`config.mk`:
```
export PLATFORM = sky130hd
export DESIGN_NAME = rdc_ctrl
export DESIGN_NICKNAME = d
export VERILOG_FILES = /design/src/rtl/core/rdc_pkg.sv /design/src/rtl/core/rdc_ctrl.sv
export SDC_FILE = /design/constraint.sdc
export NUM_CORES = 1
export LEC_CHECK = 0
export BUFFER_PORTS_ARGS = -buffer_cell sky130_fd_sc_hd__buf_2
export CAP_MARGIN = 20
export CORE_AREA = 2 2 39 41
export DETAILED_ROUTE_END_ITERATION = 8
export DIE_AREA = 0 0 41 43
export PLACE_DENSITY = 0.7
export SYNTH_ARGS = -nofsm -noshare
export SYNTH_HDL_FRONTEND = slang
export SYNTH_SLANG_ARGS = --single-unit
```
`constraint.sdc`:
```
create_clock -name clk -period 1.8 [get_ports clk]
set_input_delay 0.18 -clock clk [delete_from_list [all_inputs] [get_ports clk]]
set_output_delay 0.18 -clock clk [all_outputs]
set_load 0.01 [all_outputs]
```
`src/rtl/core/rdc_pkg.sv`:
```
// Shared types and codes for the range distinct-count block.
`default_nettype none

package rdc_pkg;

	// Field widths fixed by the item formats
	localparam int unsigned POS_W    = 10;
	localparam int unsigned COLOUR_W = 10;
	localparam int unsigned HIST_W   = 11;
	localparam int unsigned COUNT_W  = 11;

	// Item actions
	localparam logic ACT_WRITE = 1'b0;
	localparam logic ACT_QUERY = 1'b1;

	// Window moves commanded by the controller
	localparam logic [2:0] WIN_NONE = 3'd0;
	localparam logic [2:0] WIN_SEED = 3'd1;
	localparam logic [2:0] WIN_GL   = 3'd2;  // grow left
	localparam logic [2:0] WIN_GR   = 3'd3;  // grow right
	localparam logic [2:0] WIN_SL   = 3'd4;  // shrink left
	localparam logic [2:0] WIN_SR   = 3'd5;  // shrink right

	typedef struct packed {
		logic                action;
		logic [POS_W-1:0]    position;
		logic [POS_W-1:0]    right_bound;
		logic [COLOUR_W-1:0] new_value;
	} in_item_t;

	typedef struct packed {
		logic [COUNT_W-1:0] distinct_count;
		logic               range_error;
	} out_item_t;

	// Controller to datapath
	typedef struct packed {
		logic       latch;      // capture input beat
		logic       clear;      // clearing pass step
		logic [2:0] win_op;
		logic       elem_rd;
		logic       elem_wr;
		logic       hist_rd;
		logic       hist_sel_new; // histogram colour from new_value, not element
		logic       hist_wr;
		logic       hist_dec;
		logic       emit_ok;
		logic       emit_err;
	} ctl_cmd_t;

	// Datapath to controller
	typedef struct packed {
		logic clr_done;
		logic is_query;
		logic wr_bad;
		logic wr_in_win;
		logic q_bad;
		logic empty;
		logic grow_l;
		logic grow_r;
		logic shrink_l;
		logic shrink_r;
	} dp_status_t;

endpackage

`default_nettype wire

```
`src/rtl/core/rdc_ctrl.sv`:
```
// Controller state machine sequencing clears, writes and window slides.
`default_nettype none

module rdc_ctrl (
	input  wire                   clk,
	input  wire                   arst_n,
	input  wire                   start,
	output logic                  busy,
	input  wire rdc_pkg::dp_status_t status,
	output rdc_pkg::ctl_cmd_t     cmd
);

	localparam logic [3:0] S_CLEAR      = 4'd0;
	localparam logic [3:0] S_IDLE       = 4'd1;
	localparam logic [3:0] S_DECODE     = 4'd2;
	localparam logic [3:0] S_STEP       = 4'd3;
	localparam logic [3:0] S_ERD        = 4'd4;
	localparam logic [3:0] S_HRD        = 4'd5;
	localparam logic [3:0] S_HWR        = 4'd6;
	localparam logic [3:0] S_W_ERD      = 4'd7;
	localparam logic [3:0] S_W_HRD_OLD  = 4'd8;
	localparam logic [3:0] S_W_HWR_OLD  = 4'd9;
	localparam logic [3:0] S_W_HRD_NEW  = 4'd10;
	localparam logic [3:0] S_W_HWR_NEW  = 4'd11;
	localparam logic [3:0] S_W_EWR      = 4'd12;

	logic [3:0] state_q, state_d;
	logic       dec_q, dec_d;

	assign busy = (state_q != S_IDLE);

	// Next state and command decode
	always_comb begin
		state_d = state_q;
		dec_d   = dec_q;
		cmd     = '0;
		cmd.win_op = rdc_pkg::WIN_NONE;
		unique case (state_q)
			S_CLEAR: begin
				cmd.clear = 1'b1;
				if (status.clr_done) state_d = S_IDLE;
			end
			S_IDLE: begin
				if (start) begin
					cmd.latch = 1'b1;
					state_d   = S_DECODE;
				end
			end
			S_DECODE: begin
				if (!status.is_query) begin
					if (status.wr_bad) begin
						state_d = S_IDLE;
					end else if (status.wr_in_win) begin
						state_d = S_W_ERD;
					end else begin
						cmd.elem_wr = 1'b1;
						state_d     = S_IDLE;
					end
				end else if (status.q_bad) begin
					cmd.emit_err = 1'b1;
					state_d      = S_IDLE;
				end else if (status.empty) begin
					cmd.win_op = rdc_pkg::WIN_SEED;
					dec_d      = 1'b0;
					state_d    = S_ERD;
				end else begin
					state_d = S_STEP;
				end
			end
			// Grow before shrinking so the window never empties
			S_STEP: begin
				if (status.grow_l) begin
					cmd.win_op = rdc_pkg::WIN_GL;
					dec_d      = 1'b0;
					state_d    = S_ERD;
				end else if (status.grow_r) begin
					cmd.win_op = rdc_pkg::WIN_GR;
					dec_d      = 1'b0;
					state_d    = S_ERD;
				end else if (status.shrink_l) begin
					cmd.win_op = rdc_pkg::WIN_SL;
					dec_d      = 1'b1;
					state_d    = S_ERD;
				end else if (status.shrink_r) begin
					cmd.win_op = rdc_pkg::WIN_SR;
					dec_d      = 1'b1;
					state_d    = S_ERD;
				end else begin
					cmd.emit_ok = 1'b1;
					state_d     = S_IDLE;
				end
			end
			S_ERD: begin
				cmd.elem_rd = 1'b1;
				state_d     = S_HRD;
			end
			S_HRD: begin
				cmd.hist_rd = 1'b1;
				state_d     = S_HWR;
			end
			S_HWR: begin
				cmd.hist_wr  = 1'b1;
				cmd.hist_dec = dec_q;
				state_d      = S_STEP;
			end
			// In-window write: drop old colour, add new, then store element
			S_W_ERD: begin
				cmd.elem_rd = 1'b1;
				state_d     = S_W_HRD_OLD;
			end
			S_W_HRD_OLD: begin
				cmd.hist_rd = 1'b1;
				state_d     = S_W_HWR_OLD;
			end
			S_W_HWR_OLD: begin
				cmd.hist_wr  = 1'b1;
				cmd.hist_dec = 1'b1;
				state_d      = S_W_HRD_NEW;
			end
			S_W_HRD_NEW: begin
				cmd.hist_rd      = 1'b1;
				cmd.hist_sel_new = 1'b1;
				state_d          = S_W_HWR_NEW;
			end
			S_W_HWR_NEW: begin
				cmd.hist_wr = 1'b1;
				state_d     = S_W_EWR;
			end
			S_W_EWR: begin
				cmd.elem_wr = 1'b1;
				state_d     = S_IDLE;
			end
			default: begin
				state_d = S_IDLE;
			end
		endcase
	end

	always_ff @(posedge clk or negedge arst_n) begin
		if (!arst_n) begin
			state_q <= S_CLEAR;
			dec_q   <= 1'b0;
		end else begin
			state_q <= state_d;
			dec_q   <= dec_d;
		end
	end

endmodule

`default_nettype wire

```
# ---- Word-level counts from Yosys, hierarchy flattened
# Cells that the tools add are included.
# W data, S select, Z words.
dict set report word_totals {
  register_bits 5
  inputBits 13
  word_cells 76
}
dict set report op_classes {
  reduce_logical 7
  mux 48
  eq_ne 19
}
# operator n
set op_table {}
lappend op_table {{$pmux W4 S12} 1}
lappend op_table {{$mux W1} 28}
lappend op_table {{$mux W4} 7}
lappend op_table {{$mux W3} 8}
lappend op_table {{$eq A4 B4 Y1 const B} 5}
lappend op_table {{$eq A4 B3 Y1 const B} 4}
lappend op_table {{$ne A2 B2 Y1 const B} 5}
lappend op_table {{$eq A4 B2 Y1 const B} 2}
lappend op_table {{$pmux W1 S2} 3}
lappend op_table {{$pmux W3 S2} 1}
lappend op_table {{$reduce_or A3 Y1} 2}
lappend op_table {{$ne A5 B5 Y1 const B} 1}
lappend op_table {{$reduce_and A5 Y1} 1}
lappend op_table {{$eq A4 B1 Y1 const B} 1}
lappend op_table {{$logic_not A4 Y1} 1}
lappend op_table {{$ne A4 B1 Y1 const B} 1}
lappend op_table {{$reduce_and A2 Y1} 1}
lappend op_table {{$reduce_bool A2 Y1} 1}
lappend op_table {{$reduce_or A2 Y1} 1}

# ---- Longest topological paths before layout
dict set report logic_depth {
  ltp_word 5
  ltp_mapped 5
}

# ---- Least setup slack after synthesis
# OpenSTA, ideal clock, no wires.
dict set report synth_path {
  path_type {reg-to-reg}
  from {register state_q[1]}
  to {register state_q[0]}
  t_arrival_ps 1365
  period_less_slack_ps 1438
  stages_incl_launch_ff 5
  slack_ps 362
  n_path_buf 1
  setup_ps 73
  cell_sequence {dfrtp_1 buf_6 or4_1 a32o_1 a21oi_2}
}
dict set report synth_between {
  elab_chain_len 3
  word_cells_on_any_way 16
  classes_between {13 x eq/ne; 1 x mux; 2 x reduce/logical}
}
# item line
set synth_lines {}
lappend synth_lines {{from (decl)} rdc_ctrl.sv:27} ;# logic [3:0] state_q, state_d;
lappend synth_lines {{from (signal assigned)} rdc_ctrl.sv:144} ;# state_q <= state_d;
lappend synth_lines {{$eq A4 B1 Y1 or $logic_not A4 Y1 (tied branches)} rdc_ctrl.sv:38} ;# unique case (state_q)
lappend synth_lines {{$ne A2 B2 Y1 (no source line)} n/a}
lappend synth_lines {{$reduce_and A2 Y1 (no source line)} n/a}
# Parallel ways exist; a longest one is shown, timed or not.
# A chain may end at the register's enable or synchronous reset.

==> results.json <==
{
  "status": "completed",
  "async_flop_share_pct": 100,
  "ys_ff_latch": 5,
  "synth.most_common_cell": "nand2_1",
  "max_freq_mhz": 588,
  "synth_top_area_share_pct": 25.4,
  "min_path_type": "input port to register",
  "max_cap_violations": 0,
  "h-tree-depth": 1,
  "synth_edf_count": 0,
  "tightest_slew_ps": 396,
  "r2r-end": "state_q[0]$_DFFE_PN0P_",
  "start_util_pct": 35.5,
  "finClkSkew_ps": 3.43,
  "hold_viol": 0,
  "antenna_found_initial": 0,
  "final.setup.worst_slack_ps": 99.2,
  "yosys_warnings": 0,
  "vias": 576,
  "clk_latency_ps": 240,
  "cts_tree": "built",
  "p_total_uw": 982,
  "rows": 14,
  "vdd_drop_max_v": 0.000629,
  "hold_path_startpoint": "status[9]",
  "power_density_mw_per_mm2": 1450,
  "clock-root-buffer": "clkbuf_4",
  "n_antenna_cell": 0,
  "clock-sinks": 5,
  "synth_area_leader_cell": "dfrtp_1",
  "routabilityCongestion": 0.706,
  "start_kind": "register",
  "synth_common_cells": "nand2_1 (7), dfrtp_1 (5), nor2_1 (5), nor2b_1 (4)",
  "synth.distinct_cells": 31,
  "worstPathArrival_ps": 1520,
  "core_area_sq_mm": 0.00138,
  "die_w_um": 41,
  "grt_usage_pct": 15.9,
  "syn_nets": 77,
  "drtAntennaViolNets": 0,
  "clk_path_buf_depth": 2,
  "clk_pin_slew_ps": 50,
  "synth_area_per_cell_sq_um": 7.68,
  "die_area_sq_mm": 0.00176,
  "layout-drive-gt1-share_pct": 37.4,
  "area_growth_pct": 37.4,
  "end_kind": "output pin",
  "drt-pass1-iter-count": 4,
  "wl_per_cell_um": 11.8,
  "grt_max_degree": 14,
  "via_per_inst": 5.38,
  "num-nets-final": 105,
  "slew_headroom_pct": 73.3,
  "first_global_vias": 496,
  "setup-tns-final_ps": 0,
  "synth_area_leaders": "dfrtp_1 (25%), nand2_1 (5.3%), nor2b_1 (5.1%), buf_6 (4.6%), nor3b_1 (4.6%)",
  "io_buffers": 26,
  "utilization_pct": 48.8,
  "pin_count": 27,
  "final_max_slew_viol_count": 0,
  "syn_inst": 64,
  "pre_cts_slack_ps": 242,
  "fillers": 144,
  "fp.dieH_um": 43,
  "finalCritPeriodShare_pct": 94.5,
  "rsz0062_at_grt": "no",
  "grt-ovfl-total": 0,
  "dp_hpwl_um": 1020,
  "critPathKind": "register to output pin",
  "synthesis.area_sq_um": 492,
  "wirelength_um": 1270,
  "crit_fanout": 13,
  "post_dp_cell_area_sq_um": 614,
  "cts_buffers": 3,
  "fin_crit_ps": 1700,
  "critPathRequiredTime_ps": 1620,
  "drcViolationCount": 0,
  "min_path_cells": 3,
  "setup_violations": 0,
  "grt_pass1_wl_um": 2020,
  "r2r_setup_slack_ps": 270,
  "p_leak_uw": 0.000324,
  "rr_startpoint": "state_q[1]$_DFFE_PN0P_",
  "ys_seq_area_share_pct": 25.4,
  "first_iter_violations": 12,
  "min_to": "state_q[0]$_DFFE_PN0P_",
  "reg2reg_depth": 3,
  "stdcell_area_sq_um": 676,
  "synthFlopType": "dfrtp_1"
}
worst max path at each step:
stage,startpoint,endpoint,slack (ps),cells after the start
after floorplan,state_q[1]$_DFFE_PN0P_,state_q[0]$_DFFE_PN0P_,360,4
after global placement,state_q[3]$_DFFE_PN0P_,cmd[10],230,3
after detailed placement,state_q[3]$_DFFE_PN0P_,cmd[10],240,3
after CTS,state_q[3]$_DFFE_PN0P_,cmd[10],20,3
after global routing,state_q[3]$_DFFE_PN0P_,cmd[10],5,3
final,state_q[3]$_DFFE_PN0P_,cmd[10],100,3
report_power, final:
group	internal (uW)	total, uW	switching [uW]
clock	83.8	129	45.2
sequential	167	297	131
combinational	273	556	283
state kept, by name, summed over array words and instances (netlist names):
register  count
state_q       4
dec_q         1
cell families after synthesis:
group | Yosys count | synth area share (%)
AO/OA/AOI/OAI | 14 | 21.9
buffers and inverters | 8 | 9.41
flip-flops | 5 | 25.4
AND/OR/NAND/NOR | 37 | 43.3
area by class of cell:
| class | count | area, sq um | area share, % |
|---|---|---|---|
| flip-flops and latches | 5 | 125 | 18.5 |
| repair buffers | 28 | 148 | 21.9 |
| clock buffers | 4 | 26.3 | 3.89 |
| inverters | 3 | 11.3 | 1.67 |
| well taps | 16 | 20.0 | 2.96 |
| multi-input cells | 51 | 345 | 51.1 |
cell usage in the layout, fill, tap and decap left out, types with 2 or more instances in the layout:
cell type,count
buf_2,26
nor3b_1,3
nor4_1,2
nor2_1,5
or2_1,2
nand2_1,7
nand2b_1,2
a21oi_1,2
o211ai_1,2
dfrtp_1,5
nor2b_1,3
or4_1,2
nor3_1,3
inv_1,3
a32o_1,2
clkbuf_4,3
layer usage:
metal / wire length, um / global-route usage (%)
met1: 561 / 21.5
met4: 0 / 6.00
met3: 74 / 1.57
met2: 630 / 25.0
met5: 0 / 0
critical path: stages (launching register included):
cell,delay [ps]
dfrtp_1,490
nand4bb_4,320
nor4_2,290
buf_2,190
timing repair:
item,CTS,global route
endpoints found under the hold margin,5,0
hold buffers,1,0
setup endpoints to repair,1,3
buffers inserted,0,0
resized for setup,1,3
through the flow:
step,std cells,hold WS (ps)
3_5_place_dp,102,-3.00
6_report,107,177
5_1_grt,107,186
3_3_place_gp,102,-3.57
2_1_floorplan,64,-116
4_1_cts,107,179
Note: power is estimated with default switching activity, not from simulation.
